`src/multi_token_stream_scanner_unit_macros.svh`:
```
// assertion macros for the multi-token stream scanner
// define NO_ASSERTIONS to compile them out; uses the clock and reset of the includer
`ifndef MULTI_TOKEN_STREAM_SCANNER_UNIT_MACROS_SVH
`define MULTI_TOKEN_STREAM_SCANNER_UNIT_MACROS_SVH

`ifndef NO_ASSERTIONS

`define MTSS_ASSERT(label, expr, msg) \
   label: assert property (@(posedge clock) disable iff (reset) (expr)) else $error(msg);

`define MTSS_ASSERT_NEXT(label, pre, post, msg) \
   label: assert property (@(posedge clock) disable iff (reset) (pre) |=> (post)) \
      else $error(msg);

`else

`define MTSS_ASSERT(label, expr, msg)

`define MTSS_ASSERT_NEXT(label, pre, post, msg)

`endif

`endif

```
`src/mtss_pkg.sv`:
```
// shared types and constants of the multi-token stream scanner
// no dependencies
package mtss_pkg;

   localparam int NUM_SLOTS   = 4;
   localparam int SLOT_BYTES  = 8;
   localparam int CSR_INDEX_W = 3;
   localparam int CSR_DATA_W  = 64;

   typedef enum logic [CSR_INDEX_W-1:0] {
      CSR_PATTERN_ZERO  = 3'd0,
      CSR_PATTERN_ONE   = 3'd1,
      CSR_PATTERN_TWO   = 3'd2,
      CSR_PATTERN_THREE = 3'd3,
      CSR_LENGTHS       = 3'd4,
      CSR_TOKEN_COUNT   = 3'd5,
      CSR_TOKEN_IDS     = 3'd6
   } csr_index_type;

   localparam logic [15:0] LENGTHS_RESET     = 16'h1111;
   localparam logic [2:0]  TOKEN_COUNT_RESET = 3'd1;

   typedef struct packed {
      logic [7:0] text_byte;
      logic       last_byte;
   } req_item_type;

   typedef struct packed {
      logic        matched;
      logic [1:0]  token_index;
      logic [15:0] token_id;
   } rsp_item_type;

   typedef struct packed {
      logic [NUM_SLOTS-1:0][SLOT_BYTES-1:0][7:0] patterns;
      logic [NUM_SLOTS-1:0][3:0]                 lengths;
      logic [2:0]                                token_count;
      logic [NUM_SLOTS-1:0][15:0]                ids;
   } cfg_type;

endpackage

```
`src/mtss_stream_if.sv`:
```
// valid/ready stream channel with a typed payload
// no dependencies
interface mtss_stream_if #(
   parameter type payload_type = logic
);
   logic        valid;
   logic        ready;
   payload_type payload;

   modport source (output valid, output payload, input ready);
   modport sink (input valid, input payload, output ready);
endinterface

```
`src/mtss_csr.sv`:
```
// configuration registers of the stream scanner
// depends on mtss_pkg
module mtss_csr (
   input  logic                                clock,
   input  logic                                reset,
   input  logic                                csr_wr_en,
   input  logic [mtss_pkg::CSR_INDEX_W-1:0]    csr_index,
   input  logic [mtss_pkg::CSR_DATA_W-1:0]     csr_wdata,
   output mtss_pkg::cfg_type                   cfg
);
   import mtss_pkg::*;

   cfg_type cfg_ff;
   cfg_type cfg_in;

   always_comb begin
      cfg_in = cfg_ff;
      if (csr_wr_en) begin
         unique case (csr_index_type'(csr_index))
            CSR_PATTERN_ZERO:  cfg_in.patterns[0] = csr_wdata;
            CSR_PATTERN_ONE:   cfg_in.patterns[1] = csr_wdata;
            CSR_PATTERN_TWO:   cfg_in.patterns[2] = csr_wdata;
            CSR_PATTERN_THREE: cfg_in.patterns[3] = csr_wdata;
            CSR_LENGTHS:       cfg_in.lengths     = csr_wdata[15:0];
            CSR_TOKEN_COUNT:   cfg_in.token_count = csr_wdata[2:0];
            CSR_TOKEN_IDS:     cfg_in.ids         = csr_wdata;
            default:           cfg_in = cfg_ff;
         endcase
      end
   end

   always_ff @(posedge clock) begin
      if (reset) begin
         cfg_ff <= '{patterns: '0, lengths: LENGTHS_RESET,
                     token_count: TOKEN_COUNT_RESET, ids: '0};
      end else begin
         cfg_ff <= cfg_in;
      end
   end

   assign cfg = cfg_ff;
endmodule

```
`src/mtss_match.sv`:
```
// per-token compare and progress update for one text byte
// depends on mtss_pkg
module mtss_match #(
   parameter int MAX_TOKENS        = 4,
   parameter int MAX_PATTERN_BYTES = 8,
   parameter int PW                = 3
) (
   input  mtss_pkg::cfg_type                  cfg,
   input  mtss_pkg::req_item_type             item,
   input  logic [MAX_TOKENS-1:0][PW-1:0]      progress,
   output logic [MAX_TOKENS-1:0][PW-1:0]      progress_next,
   output logic                               res_valid,
   output mtss_pkg::rsp_item_type             res
);
   import mtss_pkg::*;

   logic [2:0]                    n_tokens;
   logic [MAX_TOKENS-1:0][3:0]    len;
   logic [MAX_TOKENS-1:0][PW:0]   nd;
   logic [MAX_TOKENS-1:0]         hit;
   logic [MAX_TOKENS-1:0]         enabled;
   logic [MAX_TOKENS-1:0]         done;
   logic                          found;

   // clamp token count and lengths into range
   always_comb begin
      priority if (cfg.token_count == 3'd0) begin
         n_tokens = 3'd1;
      end else if (cfg.token_count > 3'(MAX_TOKENS)) begin
         n_tokens = 3'(MAX_TOKENS);
      end else begin
         n_tokens = cfg.token_count;
      end
      for (int t = 0; t < MAX_TOKENS; t++) begin
         priority if (cfg.lengths[t] == 4'd0) begin
            len[t] = 4'd1;
         end else if (cfg.lengths[t] > 4'(MAX_PATTERN_BYTES)) begin
            len[t] = 4'(MAX_PATTERN_BYTES);
         end else begin
            len[t] = cfg.lengths[t];
         end
      end
   end

   // parallel compare, one lane per token
   always_comb begin
      for (int t = 0; t < MAX_TOKENS; t++) begin
         enabled[t] = 3'(t) < n_tokens;
         hit[t]     = item.text_byte == cfg.patterns[t][3'(progress[t])];
         nd[t]      = hit[t] ? ({1'b0, progress[t]} + 1'b1) : '0;
         done[t]    = enabled[t] && hit[t] && (4'(nd[t]) >= len[t]);
      end
   end

   // lowest completing token wins
   always_comb begin
      found = 1'b0;
      res   = '0;
      for (int t = 0; t < MAX_TOKENS; t++) begin
         if (!found && done[t]) begin
            found           = 1'b1;
            res.matched     = 1'b1;
            res.token_index = 2'(t);
            res.token_id    = cfg.ids[t];
         end
      end
      if (!found) begin
         res.token_id = cfg.ids[0];
      end
      res_valid = found || item.last_byte;
   end

   always_comb begin
      for (int t = 0; t < MAX_TOKENS; t++) begin
         if (res_valid) begin
            progress_next[t] = '0;
         end else if (enabled[t]) begin
            progress_next[t] = nd[t][PW-1:0];
         end else begin
            progress_next[t] = progress[t];
         end
      end
   end
endmodule

```
`src/multi_token_stream_scanner_unit.sv`:
```
// channel   dir  payload                                 handshake
// req_chan  in   text_byte[7:0], last_byte               valid / ready
// rsp_chan  out  matched, token_index[1:0], token_id[15:0]  valid / ready
// csr_*     in   csr_index[2:0], csr_wdata[63:0]         csr_wr_en, no back-pressure
// one item per cycle unless rsp stalls: input reg, one compare pass, result reg
// results go through the input and result registers; some items give none
// the match counters close a loop through the compare lanes
// synchronous reset clears counters and valids and resets config, not item regs
// a stalled result holds the pipe only once the input register is also full
// depends on mtss_pkg, mtss_stream_if, mtss_csr, mtss_match and the macros header
`include "multi_token_stream_scanner_unit_macros.svh"

module multi_token_stream_scanner_unit #(
   parameter int MAX_TOKENS        = 4,
   parameter int MAX_PATTERN_BYTES = 8
) (
   input  logic                              clock,
   input  logic                              reset,
   mtss_stream_if.sink                       req_chan,
   mtss_stream_if.source                     rsp_chan,
   input  logic                              csr_wr_en,
   input  logic [mtss_pkg::CSR_INDEX_W-1:0]  csr_index,
   input  logic [mtss_pkg::CSR_DATA_W-1:0]   csr_wdata
);
   import mtss_pkg::*;

   localparam int PW = (MAX_PATTERN_BYTES > 1) ? $clog2(MAX_PATTERN_BYTES) : 1;

   cfg_type                        cfg;
   req_item_type                   req_item;

   logic                           s1_valid_ff;
   logic                           s1_valid_in;
   req_item_type                   s1_item_ff;
   logic                           out_valid_ff;
   logic                           out_valid_in;
   rsp_item_type                   out_item_ff;
   logic [MAX_TOKENS-1:0][PW-1:0]  progress_ff;
   logic [MAX_TOKENS-1:0][PW-1:0]  progress_in;

   logic                           advance;
   logic                           req_take;
   logic                           res_valid;
   rsp_item_type                   res;

   logic                           take_result;
   logic                           nomatch_bad;
   logic                           pipe_full;

   mtss_csr u_csr (
      .clock     (clock),
      .reset     (reset),
      .csr_wr_en (csr_wr_en),
      .csr_index (csr_index),
      .csr_wdata (csr_wdata),
      .cfg       (cfg)
   );

   mtss_match #(
      .MAX_TOKENS        (MAX_TOKENS),
      .MAX_PATTERN_BYTES (MAX_PATTERN_BYTES),
      .PW                (PW)
   ) u_match (
      .cfg           (cfg),
      .item          (s1_item_ff),
      .progress      (progress_ff),
      .progress_next (progress_in),
      .res_valid     (res_valid),
      .res           (res)
   );

   assign req_item       = req_chan.payload;
   assign advance        = s1_valid_ff && (!out_valid_ff || rsp_chan.ready);
   assign req_chan.ready = !s1_valid_ff || advance;
   assign req_take       = req_chan.valid && req_chan.ready;

   assign s1_valid_in  = req_take || (s1_valid_ff && !advance);

   always_comb begin
      priority if (advance && res_valid) begin
         out_valid_in = 1'b1;
      end else if (rsp_chan.ready) begin
         out_valid_in = 1'b0;
      end else begin
         out_valid_in = out_valid_ff;
      end
   end

   always_ff @(posedge clock) begin
      if (reset) begin
         s1_valid_ff  <= 1'b0;
         out_valid_ff <= 1'b0;
         progress_ff  <= '0;
      end else begin
         s1_valid_ff  <= s1_valid_in;
         out_valid_ff <= out_valid_in;
         if (advance) begin
            progress_ff <= progress_in;
         end
      end
   end

   always_ff @(posedge clock) begin
      if (req_take) begin
         s1_item_ff <= req_item;
      end
      if (advance && res_valid) begin
         out_item_ff <= res;
      end
   end

   assign rsp_chan.valid   = out_valid_ff;
   assign rsp_chan.payload = out_item_ff;

   assign take_result = advance && res_valid;
   assign nomatch_bad = out_valid_ff && !out_item_ff.matched && (out_item_ff.token_index != 2'd0);
   assign pipe_full   = s1_valid_ff && out_valid_ff && !rsp_chan.ready;

   `MTSS_ASSERT_NEXT(a_clear_on_result, take_result, progress_ff == '0, "counters not cleared")
   `MTSS_ASSERT(a_nomatch_index, !nomatch_bad, "no-match item with nonzero index")
   `MTSS_ASSERT(a_full_stall, !pipe_full || !req_chan.ready, "item taken while pipe is full")
   `MTSS_ASSERT_NEXT(a_take_fills, req_take, s1_valid_ff, "accepted item lost")
endmodule

```
`src/flat_wrapper.sv`:
```
// flat-port wrapper written by rule: the top's interface ports become plain ports
module multi_token_stream_scanner_unit_flat import mtss_pkg::*;
#(
   parameter int MAX_TOKENS        = 4,
   parameter int MAX_PATTERN_BYTES = 8
)
  (clock, reset, csr_wr_en, csr_index, csr_wdata, req_chan_valid, req_chan_payload, req_chan_ready, rsp_chan_valid, rsp_chan_payload, rsp_chan_ready);
  mtss_stream_if #(.payload_type(req_item_type)) req_chan_i ();
  mtss_stream_if #(.payload_type(rsp_item_type)) rsp_chan_i ();
  input  logic clock;
  input  logic reset;
  input  logic csr_wr_en;
  input  logic [mtss_pkg::CSR_INDEX_W-1:0] csr_index;
  input  logic [mtss_pkg::CSR_DATA_W-1:0] csr_wdata;
  input wire logic [$bits(req_chan_i.valid)-1:0] req_chan_valid;
  input wire logic [$bits(req_chan_i.payload)-1:0] req_chan_payload;
  output wire logic [$bits(req_chan_i.ready)-1:0] req_chan_ready;
  output wire logic [$bits(rsp_chan_i.valid)-1:0] rsp_chan_valid;
  output wire logic [$bits(rsp_chan_i.payload)-1:0] rsp_chan_payload;
  input wire logic [$bits(rsp_chan_i.ready)-1:0] rsp_chan_ready;
  assign req_chan_i.valid = req_chan_valid;
  assign req_chan_i.payload = req_chan_payload;
  assign req_chan_ready = req_chan_i.ready;
  assign rsp_chan_valid = rsp_chan_i.valid;
  assign rsp_chan_payload = rsp_chan_i.payload;
  assign rsp_chan_i.ready = rsp_chan_ready;
  multi_token_stream_scanner_unit #(.MAX_TOKENS(MAX_TOKENS), .MAX_PATTERN_BYTES(MAX_PATTERN_BYTES)) u_core (.clock(clock), .reset(reset), .req_chan(req_chan_i), .rsp_chan(rsp_chan_i), .csr_wr_en(csr_wr_en), .csr_index(csr_index), .csr_wdata(csr_wdata));
endmodule
```
`config.mk`:
```
export PLATFORM = sky130hd
export DESIGN_NAME = multi_token_stream_scanner_unit_flat
export DESIGN_NICKNAME = d
export VERILOG_FILES = /design/src/mtss_pkg.sv /design/src/mtss_stream_if.sv /design/src/mtss_csr.sv /design/src/mtss_match.sv /design/src/multi_token_stream_scanner_unit.sv /design/src/flat_wrapper.sv
export VERILOG_INCLUDE_DIRS = /design/src /design/src/src
export SDC_FILE = /design/constraint.sdc
export NUM_CORES = 1
export LEC_CHECK = 0
export BUFFER_PORTS_ARGS = -buffer_cell sky130_fd_sc_hd__buf_2
export CAP_MARGIN = 30
export CORE_ASPECT_RATIO = 1.75
export CORE_MARGIN = 2
export CORE_UTILIZATION = 50
export CTS_BUF_LIST = sky130_fd_sc_hd__clkbuf_4 sky130_fd_sc_hd__clkbuf_8
export DETAILED_ROUTE_END_ITERATION = 6
export GPL_ROUTABILITY_DRIVEN = 0
export PLACE_DENSITY = 0.74
export SYNTH_ARGS = -nofsm -noshare
export SYNTH_HDL_FRONTEND = slang
export SYNTH_SLANG_ARGS = --single-unit
```
`constraint.sdc`:
```
create_clock -name clock -period 5.6 [get_ports clock]
set_clock_uncertainty 0.2 [all_clocks]
set_input_delay 0.56 -clock clock [delete_from_list [all_inputs] [get_ports clock]]
set_output_delay 0.56 -clock clock [all_outputs]
set_load 0.03 [all_outputs]
```
After elaboration in Yosys (flattened, before gate mapping)
Cells that the tools add are included. Widths: inputs -> output; s select.

Register bits: 381. Input port bits: 81. Word-level logic and storage cells: 174.

Add/subtract/negate cells: 4. $lt $le $gt $ge: 17. Equality and inequality tests: 10. Mux-type cells: 41. Reductions and logical operators: 49.

Operators with widths (number): $bmux 8 s3 (4); $mux 4 (12); $eq 8x8->1 (4); $mux 16 (2); $mux 8 (4); $mux 3 (10); $reduce_and 2->1 (11); $mux 19 (1); $mux 18 (1); $mux 17 (1); $add 3x1->4 const B (4); $ge 4x4->1 (4); $gt 4x4->1 const B (4); $logic_not 4->1 (4); $lt 3x4->1 const B (4); $logic_and 1x1->1 (15); $reduce_bool 2->1 (5); $eq 3x3->1 const B (3); $eq 3x2->1 const B (2); $logic_not 1->1 (6); $logic_not 3->1 (2); $lt 1x3->1 const A (2); $lt 2x3->1 const A (2); $mux 1 (6); 5 further kinds (8).

Depth between registers and ports, before layout
Gate-level depths: netlist (run 1).

Word-level depth: 19. Depth in mapped cells: 21. Mapped depth without buffers: 15.

By module
From an unflattened synthesis (run 1), not the netlist that was laid out.

Cell total of the unflattened synthesis: 1749. Area, all modules: 18652.9 um2.

Modules (own cells, without submodules): mtss_csr (instances 1, cells each 1184, area each 13255.2 um2, sequential area each 6786.5 um2); mtss_match (instances 1, cells each 474, area each 3916.3 um2, sequential area each 0.0 um2); multi_token_stream_scanner_unit (instances 1, cells each 91, area each 1481.4 um2, sequential area each 1121.1 um2).

Least setup slack after synthesis (run 1)
OpenSTA, ideal clock, no wires.

Path type: register to register. Start point: register u_core.progress_ff[7] in the netlist's numbering. End point: register u_core.out_item_ff (netlist bit u_core.rsp_chan.payload[0]), enable pin. Data arrival time: 4.825 ns. Slack: 0.174 ns. Stages on the path, launching flop included: 19. Path buffers: 4. Cell sequence: dfxtp_1 > buf_2 > mux2i_1 > mux4_2 > xnor2_1 > or3b_1 > or4_1 > buf_2 > clkbuf_1 > nand2b_1 > ha_1 > nand2b_1 > a21o_1 > a21o_1 > a21oi_1 > or2_2 > buf_1 > a2bb2oi_4 > a21oi_1.

Word-level cells in the longest chain between the ends: 13.

RTL lines: from (decl) (RTL line multi_token_stream_scanner_unit.sv:38) `logic [MAX_TOKENS-1:0][PW-1:0] progress_ff;`; from (signal assigned) (RTL line multi_token_stream_scanner_unit.sv:98) `progress_ff <= progress_in;`; $bmux 8 s3 (RTL line mtss_match.sv:49) `hit[t] = item.text_byte == cfg.patterns[t][3'(progress[t])];`; $mux 8 (implied by the code) (RTL line mtss_match.sv:49); $eq 8x8->1 (RTL line mtss_match.sv:49); $mux 4 (RTL line mtss_match.sv:50) `nd[t] = hit[t] ? ({1'b0, progress[t]} + 1'b1) : '0;`; $ge 4x4->1 (RTL line mtss_match.sv:51) `done[t] = enabled[t] && hit[t] && (4'(nd[t]) >= len[t]);`; $logic_and 1x1->1 * (RTL line mtss_match.sv:51); $logic_and 1x1->1 * (RTL line mtss_match.sv:60) `if (!found && done[t]) begin`; $mux 1 * (RTL line mtss_match.sv:60); $logic_not 1->1 (RTL line mtss_match.sv:60); $logic_and 1x1->1 (RTL line mtss_match.sv:60); $mux 1 * (RTL line mtss_match.sv:60); $logic_or 1x1->1 * (RTL line mtss_match.sv:70) `res_valid = found || item.last_byte;`; $logic_and 1x1->1 * (RTL line multi_token_stream_scanner_unit.sv:107) `if (advance && res_valid) begin`; to (signal assigned) (RTL line multi_token_stream_scanner_unit.sv:108) `out_item_ff <= res;`; to (decl) (RTL line multi_token_stream_scanner_unit.sv:37) `rsp_item_type out_item_ff;`.

Every way passes the cells marked *; elsewhere a longest branch is shown, timed or not. The select of a mux whose other input is x is not followed. A chain may end at the register's enable or synchronous reset.

==> metrics.txt, run 1 <==
final count of hold timing violations 0; maximum vdd ir drop 167 µV; dominant synthesized flop cell dfxtp_1; PortBufs 101; final instance area 18700 µm²; Max FO, Critical Path 24; top cell type by total area after synthesis dfxtp_1; clk root buf clkbuf_8; H-tree levels 2; pin count of the biggest net entering global routing 174; Vias 15000; Worst-Margin Slew 1.00 ns; clock-pin slew on the worst setup and hold paths 0.07 ns; WP data arrival 5.57 ns; clock share of power 41.6%; vias in the first global route 14500; WS Path Type reg -> reg; layout cells sized above 1 15.2%; Async SR Flop Fraction 0%; area fraction of the dominant cell type after synthesis 42.3%; final cell count without fillers 2481; NetSw 1390 µW; syn_nets 2077; max-cap viol count 0; Routed Antenna Nets 0; Die W 142 µm; die area 34900 µm²; Power per Cell Area 295 nW/µm²; placed cell count 2377; Largest stage delay, worst path 0.54 ns; master of the slowest instance on the critical path mux4_2; Setup crit start kind flop; Syn-to-layout area delta 12.1%; top-count cell post-synth nand2_1; Post-CTS Setup Bufs 0; CTS tree yes; Die Ht 246 µm; Max Slew Vio Count 0; Clock Path Buffers 3; Post-synth EDFFs 28; initial antenna violation count 3; CTS Buf Count 53; row count 88; RSZ-0062 raised after global routing false; worst hold stages 3; Post-DP Area 17500 µm²; # DRC 1; worst r2r dst u_core.rsp_chan.payload[11]; Synth Cell Area 16700 µm²; first-pass GRT wire length 84800 µm; Initial Utilization 50.7%; DR pass1 iterations 7; Bufs and invs on worst path 1; HP Class in -> reg; Flop pwr share 51.6%; status finished with violations; vias per cell 6.06; nets@finish 2138; Sw Share 25.2%; Worst Hold Endpoint u_core.u_csr.cfg[104]; fmax 0.185 GHz; endpoints failing setup 0; Critical Path RT 5.76 ns; register bit total from synthesis 381; Crit. End Element flop; most frequent CP cell a21o_1; clk sink count 381; Synth warnings 0; Pleak 0.00643 µW; io pins 102; crit path cell chain buf_12, mux4_2, mux2i_1, xor2_1, nand4_1, nor3_1, nand2b_1, ha_1, nand2b_1, a21o_1, a21o_1, a21o_1, and4_1, nor2_1, nand4b_4, o221a_2; internal power 4130 µW; R2R Setup Slk 0.19 ns; main area contributors after synthesis dfxtp_1 42%, nand2_1 16%, a21oi_1 10%; R2R cell count 16; Synth Area per Inst 8.45 µm²; failing checks DRC; DP HPWL 40200 µm; Yosys cell types 56; Setup Total Neg Slack 0 ns; core area 32900 µm²; Worst Hold Launch csr_wdata[21]; Worst-Skew Late Latency 0.64 ns; Max-slew headroom 33.1%; DR WL/cell 23.1 µm; Synth Instances 1976; combinational power share 6.8%; final WL 57300 µm; R2R Path Start u_core.progress_ff[0]; Worst path top cell family by delay simple AND/OR/NAND/NOR gates; Overflow after GRT 0; crit share post-route 96.6%; Initial DRC Count 1661; part of the Yosys area used for sequential elements 47.4%; Total Routing Usage GR 32.5%; synth cell count leaders 699 x nand2_1, 353 x dfxtp_1, 346 x a21oi_1; minimum clock period 5.41 ns
==> final cells by class <==
class,count,area (µm²)
Antenna cell,1,2.50
Timing Repair Buffer,147,948
Clock inverter,10,77.6
Fill cell,2936,14200
Sequential cell,381,7910
Inverter,23,86.3
Clock buffer,83,1040
Multi-Input combinational cell,1431,8150
Tap cell,405,507
==> routing by layer <==
layer,share of wire [%],wire length [µm],up-vias,track usage [%]
met5,0,0,-,0
met4,9.9,5670,0,27.3
met3,7.5,4280,288,5.80
met2,49,28100,772,55.5
met1,34,19200,7142,34.3
li1,-,-,6828,-
==> power groups by stage <==
stage          clock, µW  combinational, µW  sequential (µW)
5_1_grt             2420                399             2850
4_1_cts             2310                369             2850
6_report            2300                378             2850
2_1_floorplan          0                183             2900
3_5_place_dp           0                362             2910
3_3_place_gp           0                356             2910
==> flip-flops by register name, indices dropped and copies added (netlist names) <==
| signal | count |
|---|---|
| u_core.u_csr.cfg | 339 |
| u_core.rsp_chan.payload | 19 |
| u_core.progress_ff | 12 |
| u_core.s1_item_ff | 9 |
| u_core.rsp_chan.valid | 1 |
| u_core.s1_valid_ff | 1 |
==> cells in the final DEF, fill, tap and decap left out, types with 12 or more instances in the layout <==
master | synthesis | layout
a21oi_1 | 346 | 345
buf_2 | 14 | 100
buf_4 | 3 | 31
clkbuf_4 | 0 | 16
clkbuf_8 | 0 | 67
dfxtp_1 | 353 | 353
edfxtp_1 | 28 | 28
ha_1 | 20 | 20
inv_1 | 23 | 23
mux2i_1 | 55 | 55
mux4_2 | 46 | 46
nand2_1 | 699 | 696
nor2_1 | 42 | 40
nor4_1 | 15 | 15
o21ai_0 | 20 | 20
o221a_2 | 12 | 12
xnor2_1 | 12 | 12
xor2_1 | 18 | 18
==> repair_timing <==
| item | in CTS | in global routing |
|---|---|---|
| gates resized for setup | 0 | 2 |
| hold buffers | 10 | 0 |
| setup endpoints to repair | 0 | 16 |
| hold endpoints to repair | 10 | 0 |
==> stage by stage <==
stage | utilization (%) | power [µW] | hold slack, ns | setup slack, ns
after floorplan | - | 3080 | 0.232 | 0.174
after global placement | 53.1 | 3260 | 0.238 | 0.293
after detailed placement | 53.1 | 3270 | 0.243 | 0.147
after CTS | 56.8 | 5530 | 0.0292 | 0.119
after global routing | 56.9 | 5670 | 0.0553 | 0.0581
final | 56.9 | 5530 | 0.0522 | 0.191
==> worst max path at each step <==
stage,start,to,slack [ns],cells after the start
5_1_grt,u_core.progress_ff[0],u_core.rsp_chan.payload[2],0.06,16
6_report,u_core.progress_ff[0],u_core.rsp_chan.payload[11],0.19,16
4_1_cts,u_core.progress_ff[0],u_core.rsp_chan.payload[11],0.12,16
3_5_place_dp,u_core.progress_ff[0],u_core.rsp_chan.payload[11],0.15,16
2_1_floorplan,u_core.progress_ff[7],u_core.rsp_chan.payload[0],0.17,18
3_3_place_gp,u_core.progress_ff[0],u_core.rsp_chan.payload[11],0.29,16
==> worst register-to-register path, stage by stage (launching register included) <==
cell	delay, ns
dfxtp_1	0.36
buf_12	0.23
mux4_2	0.55
mux2i_1	0.17
xor2_1	0.53
nand4_1	0.22
nor3_1	0.42
nand2b_1	0.15
ha_1	0.32
nand2b_1	0.14
a21o_1	0.17
a21o_1	0.17
a21o_1	0.18
and4_1	0.32
nor2_1	0.34
nand4b_4	0.30
o221a_2	0.37
==> logic make-up after synthesis <==
kind of cell | after synthesis | synth area share, %
buf+inv | 164 | 4.18
fa+ha+maj | 20 | 1.50
flops | 381 | 47.4
simple gates | 848 | 21.0
compound gates | 422 | 14.1
xor+xnor | 30 | 1.57
mux | 111 | 10.4
Power figures use the tool's default switching activity.
==> run 2, diff against run 1 <==
--- a/config.mk
+++ b/config.mk
@@ -9,7 +9,6 @@
 export BUFFER_PORTS_ARGS = -buffer_cell sky130_fd_sc_hd__buf_2
 export CAP_MARGIN = 30
 export CORE_ASPECT_RATIO = 1.75
-export CORE_MARGIN = 2
 export CORE_UTILIZATION = 50
 export CTS_BUF_LIST = sky130_fd_sc_hd__clkbuf_4 sky130_fd_sc_hd__clkbuf_8
 export DETAILED_ROUTE_END_ITERATION = 6
==> run 2 against run 1 <==
Net effect: the run now ends clean; global-route usage rose by 0.96 points; sequential cell count is the same; register-to-register slack improved by 0.16 ns; hold slack improved by 0.0027 ns; core utilization grew 0.30 points; fmax increased by 3.0%; clock-buffer cell count down 5; sequential share of layout area fell by 0.22 points; die area fell by 2.2%; total power up 2.5%; final area grew 0.52%; critical path depth did not move; largest cell class unchanged; largest power group unchanged.
==> metrics.txt, run 2 (synthesis results as in run 1) <==
Routed Antenna Nets 0; R2R Setup Slk 0.35 ns; minimum clock period 5.25 ns; max FFs per register 339; fillcell total 2839; H-tree levels 2; vias in the first global route 14300; RSZ-0062 raised after global routing false; Vias 14800; io pins 102; Worst-Margin Slew 0.997 ns; Max FO, Critical Path 17; Max-slew headroom 33.5%; fmax 0.190 GHz; DP HPWL 39800 µm; clock share of power 43.0%; most frequent cells in the layout 696 x nand2_1, 353 x dfxtp_1, 345 x a21oi_1, 100 x buf_2, 72 x clkbuf_8; internal power 4250 µW; Initial Utilization 50.7%; HP Class in -> reg; Sw Share 25.0%; Die W 140 µm; Max Slew Vio Count 0; Critical Path RT 5.77 ns; status complete, no violations; Overflow after GRT 0; Setup Total Neg Slack 0 ns; CTS Buf Count 53; clk root buf clkbuf_8; core area 32900 µm²; worst hold slack 0.0549 ns; DR WL/cell 22.9 µm; vias per cell 5.96; crit share post-route 93.8%; endpoints failing setup 0; # DRC 0; die area 34200 µm²; Crit. End Element flop; CTS tree yes; pin count of the biggest net entering global routing 198; Die Ht 244 µm; clk sink count 381; first-pass GRT wire length 84900 µm; DR pass1 iterations 6; Pleak 0.00648 µW; combinational power share 6.7%; leading cell type in the layout, fill and taps excluded nand2_1; row count 88; NetSw 1420 µW; clock-pin slew on the worst setup and hold paths 0.07 ns; max-cap viol count 0; Initial DRC Count 1563; Worst-Skew Late Latency 0.63 ns; Syn-to-layout area delta 12.7%; Power per Cell Area 301 nW/µm²; WP data arrival 5.42 ns; WS Path Type reg -> reg; Clock Path Buffers 3; layout cells sized above 1 15.5%; Flop pwr share 50.3%; maximum vdd ir drop 200 µV; final count of hold timing violations 0; initial antenna violation count 3; Setup crit start kind flop; Total Routing Usage GR 33.4%; nets@finish 2139; PortBufs 101; final WL 56900 µm
## run 2: changes by cell type in the layout (fill, tap and decap cells not counted)
cell and change:
bufinv_16 +2, inv_6 +1, clkbuf_8 +5, nand4b_4 -1
clkinv_2 +6, clkinv_4 +1, diode_2 +1, nand4b_2 +1
buf_12 -1, clkbuf_4 -10, buf_4 +2, clkinvlp_4 +1
## run 2: worst paths after layout
kind                         start                    endpoint  cells past startpoint
min                  csr_wdata[39]       u_core.u_csr.cfg[250]                      3
min reg2reg   u_core.u_csr.cfg[17]        u_core.u_csr.cfg[17]                      2
max reg2reg  u_core.progress_ff[7]  u_core.rsp_chan.payload[4]                     16
max          u_core.progress_ff[7]  u_core.rsp_chan.payload[4]                     16
## run 2: power by group through the flow
stage / Combinational [µW] / Sequential [µW] / Clock [µW]
2_1_floorplan: 183 / 2900 / 0
3_3_place_gp: 355 / 2910 / 0
3_5_place_dp: 361 / 2910 / 0
4_1_cts: 368 / 2850 / 2460
5_1_grt: 398 / 2850 / 2570
6_report: 377 / 2850 / 2440
## run 2: stage by stage
step	instances	worst slack (ns)	util, %	cell area, µm²	power, µW
floorplan	1976	0.174	-	16700	3080
global placement	2377	0.479	53.0	17500	3260
detailed placement	2378	0.408	53.1	17500	3270
CTS	2487	0.307	57.1	18800	5670
global route	2488	0.133	57.2	18800	5820
finish	2489	0.349	57.2	18800	5660
## run 2: worst max-delay path, stage by stage (launching register included)
cell,delay (ns)
dfxtp_1,0.50
buf_4,0.30
mux4_2,0.53
mux2i_1,0.20
xor2_1,0.16
nand4_1,0.12
or4_1,0.54
nand2b_1,0.18
ha_1,0.29
nand2b_1,0.14
a21o_1,0.18
a21o_1,0.18
a21oi_1,0.20
or2_2,0.24
nor2_1,0.07
nand4b_2,0.52
o221a_2,0.46
## run 2: area by class of cell
type / instances / area (µm²) / share of cell area, %
well taps: 405 / 507 / 2.69
inverters: 23 / 86.3 / 0.459
multi-input cells: 1431 / 8150 / 43.3
clock inverters: 21 / 193 / 1.02
clock buffers: 78 / 1040 / 5.50
flip-flops and latches: 381 / 7910 / 42.0
diodes: 2 / 5.00 / 0.0266
repair buffers: 148 / 943 / 5.01
## run 2: what timing repair did
item | CTS | global route
hold buffers | 10 | 0
hold endpoints to repair | 10 | 0
resized for setup | 0 | 1
endpoints found under the setup margin | 0 | 1
setup buffers | 0 | 0
## run 2: routing by layer
metal / share of wire [%] / vias up / global-route usage [%]
met5: 0 / - / 0
met4: 8.3 / 0 / 27.1
met3: 8.6 / 233 / 6.41
met2: 49 / 766 / 56.8
met1: 34 / 7027 / 36.1
li1: - / 6818 / -
==> run 3, diff against run 2 <==
--- a/config.mk
+++ b/config.mk
@@ -6,14 +6,15 @@
 export SDC_FILE = /design/constraint.sdc
 export NUM_CORES = 1
 export LEC_CHECK = 0
+export ABC_AREA = 1
 export BUFFER_PORTS_ARGS = -buffer_cell sky130_fd_sc_hd__buf_2
 export CAP_MARGIN = 30
 export CORE_ASPECT_RATIO = 1.75
-export CORE_UTILIZATION = 50
+export CORE_UTILIZATION = 55
 export CTS_BUF_LIST = sky130_fd_sc_hd__clkbuf_4 sky130_fd_sc_hd__clkbuf_8
 export DETAILED_ROUTE_END_ITERATION = 6
 export GPL_ROUTABILITY_DRIVEN = 0
-export PLACE_DENSITY = 0.74
+export PLACE_DENSITY = 0.8
 export SYNTH_ARGS = -nofsm -noshare
 export SYNTH_HDL_FRONTEND = slang
 export SYNTH_SLANG_ARGS = --single-unit
==> run 3 against run 2 <==
Net effect: the run now ends with DRC left; combinational power grew 17%; first-iteration DRC count grew 42%; fmax shrank 1.1%; total power is essentially flat; routed wire length grew 12%.
==> metrics.txt, run 3 <==
status finished with violations; failing checks DRC; Die W 136 µm; initial antenna violation count 2; most frequent CP cell nand2_1; Initial Utilization 56.2%; Vias 17700; top-count cell post-synth nor2_1; minimum clock period 5.31 ns; HP Class in -> reg; final instance area 19200 µm²; DP HPWL 42900 µm; Initial DRC Count 2213; final count of hold timing violations 0; Synth warnings 0; clk sink count 381; Power per Cell Area 295 nW/µm²; WS Path Type reg -> reg; Pleak 0.00818 µW; dominant synthesized flop cell dfxtp_1; Worst-Margin Slew 1.04 ns; Worst-Skew Late Latency 0.63 ns; Post-CTS Resized 0; layout cells sized above 1 10.2%; pin count of the biggest net entering global routing 167; Bufs and invs on worst path 1; CTS Buf Count 53; Syn-to-layout area delta 10.6%; maximum vdd ir drop 262 µV; final WL 63800 µm; PortBufs 101; first-pass GRT wire length 94900 µm; Clock Path Buffers 3; Overflow after GRT 0; CTS tree yes; Synth Area per Inst 6.99 µm²; top cell type by total area after synthesis dfxtp_1; Synth Cell Area 17400 µm²; crit path cell chain buf_4, nand2_1, nand3_1, nand3_1, nand2_1, nand2_1, nand2_1, nand3_1, nor2_2, nand2_1, nor4_1, ha_1, a21oi_1, nand3_1, nand3_4, nand3_4, nor2_1, nand2_1, nand3_1; Worst path top cell family by delay simple AND/OR/NAND/NOR gates; dpl ws 0.692 ns; row count 85; Max Slew Vio Count 0; Core Util, Final 62.1%; area fraction of the dominant cell type after synthesis 40.7%; main area contributors after synthesis dfxtp_1 41%, o21ai_0 11%, nor2_1 9.4%; Total Routing Usage GR 39.6%; synth cell count leaders 434 x nor2_1, 385 x o21ai_0, 378 x nand2_1; H-tree levels 2; Post-synth EDFFs 28; Crit. End Element flop; Critical Path RT 5.88 ns; vias per cell 6.00; io pins 102; DR pass1 iterations 7; register bit total from synthesis 381; Async SR Flop Fraction 0%; part of the Yosys area used for sequential elements 45.5%; Setup crit start kind flop; Largest stage delay, worst path 0.81 ns; Max FO, Critical Path 20; Setup Total Neg Slack 0 ns; core area 30900 µm²; most frequent cells in the layout 432 x nor2_1, 385 x o21ai_0, 378 x nand2_1, 352 x dfxtp_1, 224 x inv_1; Post-DP Area 17900 µm²; nets@finish 2626; Synth Instances 2487; endpoints failing setup 0; Routed Antenna Nets 0; leading cell type in the layout, fill and taps excluded nor2_1; DR WL/cell 21.6 µm; max-cap viol count 0; vias in the first global route 16400; crit share post-route 94.8%; fmax 0.188 GHz; fillcell total 2772; master of the slowest instance on the critical path nor2_1; max FFs per register 339; post-route setup slack 0.291 ns; RSZ-0062 raised after global routing false; Yosys cell types 36; clock-pin slew on the worst setup and hold paths 0.07 ns; die area 32300 µm²; clk root buf clkbuf_8; # DRC 2; Max-slew headroom 30.3%; WP data arrival 5.59 ns; syn_nets 2588; Die Ht 237 µm
run 3: cell count changes after synthesis, sizes merged, moves of 12 or more:
cell | previous run | this run
buf | 26 | 50
nand2 | 699 | 380
inv | 23 | 237
mux2i | 55 | 0
xor2 | 18 | 2
nor2 | 42 | 442
mux4 | 48 | 0
nand3 | 8 | 206
o221a | 12 | 0
o21ai | 20 | 390
a21oi | 347 | 224
o211ai | 0 | 12
run 3: report_power, final:
group          total (µW)  switching (µW)  internal [µW]  leakage, µW
registers            2890            55.4           2840      0.00313
logic                 440             314            126      0.00444
clock network        2330            1080           1250     0.000616
total                5660            1450           4210      0.00818
run 3: logic make-up (layout without fill, tap and decap cells):
family | Yosys count | in the layout | share of synthesized area [%]
adder cells (fa/ha/maj) | 20 | 20 | 1.44
AO/OA/AOI/OAI | 627 | 627 | 18.3
buffers and inverters | 401 | 480 | 9.48
other | 0 | 1 | 0
AND/OR/NAND/NOR | 1053 | 1053 | 25.1
XOR/XNOR | 5 | 5 | 0.252
flip-flops | 381 | 381 | 45.5
run 3: through the flow:
| stage | power [µW] | cells | hold WS [ns] |
|---|---|---|---|
| after floorplan | 3170 | 2487 | 0.220 |
| after global placement | 3350 | 2849 | 0.230 |
| after detailed placement | 3360 | 2850 | 0.235 |
| after CTS | 5640 | 2956 | 0.0352 |
| after global routing | 5830 | 2958 | 0.0618 |
| final | 5660 | 2958 | 0.0556 |
run 3: repair_timing:
item                                   in CTS  in global routing
setup endpoints to repair                   0                  0
hold buffers                               10                  0
endpoints found under the hold margin      10                  0
setup buffers                               0                  0
run 3: per-layer routing:
layer / up-vias / track usage, % / share of wire, %
li1: 8153 / - / -
met3: 332 / 8.10 / 11
met4: 0 / 34.2 / 10
met2: 1169 / 62.2 / 45
met1: 8080 / 45.4 / 34
met5: - / 0 / 0
run 3: area by class of cell:
cell class	instances	area, µm²	area share [%]
diodes	1	2.50	0.0130
repair buffers	142	888	4.62
well taps	391	489	2.55
inverters	242	918	4.78
multi-input cells	1705	7850	40.9
flip-flops and latches	381	7910	41.2
clock buffers	89	1110	5.76
clock inverters	7	48.8	0.254
run 3: worst paths after layout:
path,startpoint,end,slack [ns],cells past startpoint
setup / recovery,u_core.progress_ff[0],u_core.rsp_chan.payload[9],0.29,19
hold / removal,csr_wdata[23],u_core.u_csr.cfg[106],0.06,3
setup reg to reg,u_core.progress_ff[0],u_core.rsp_chan.payload[9],0.29,19
hold reg to reg,u_core.u_csr.cfg[278],u_core.u_csr.cfg[278],0.24,2
run 3: worst register-to-register path: stages, from the launching register on:
cell,delay [ns]
dfxtp_1,0.53
buf_4,0.34
nand2_1,0.11
nand3_1,0.10
nand3_1,0.33
nand2_1,0.15
nand2_1,0.06
nand2_1,0.05
nand3_1,0.08
nor2_2,0.22
nand2_1,0.27
nor4_1,0.29
ha_1,0.31
a21oi_1,0.21
nand3_1,0.31
nand3_4,0.36
nand3_4,0.15
nor2_1,0.81
nand2_1,0.13
nand3_1,0.15
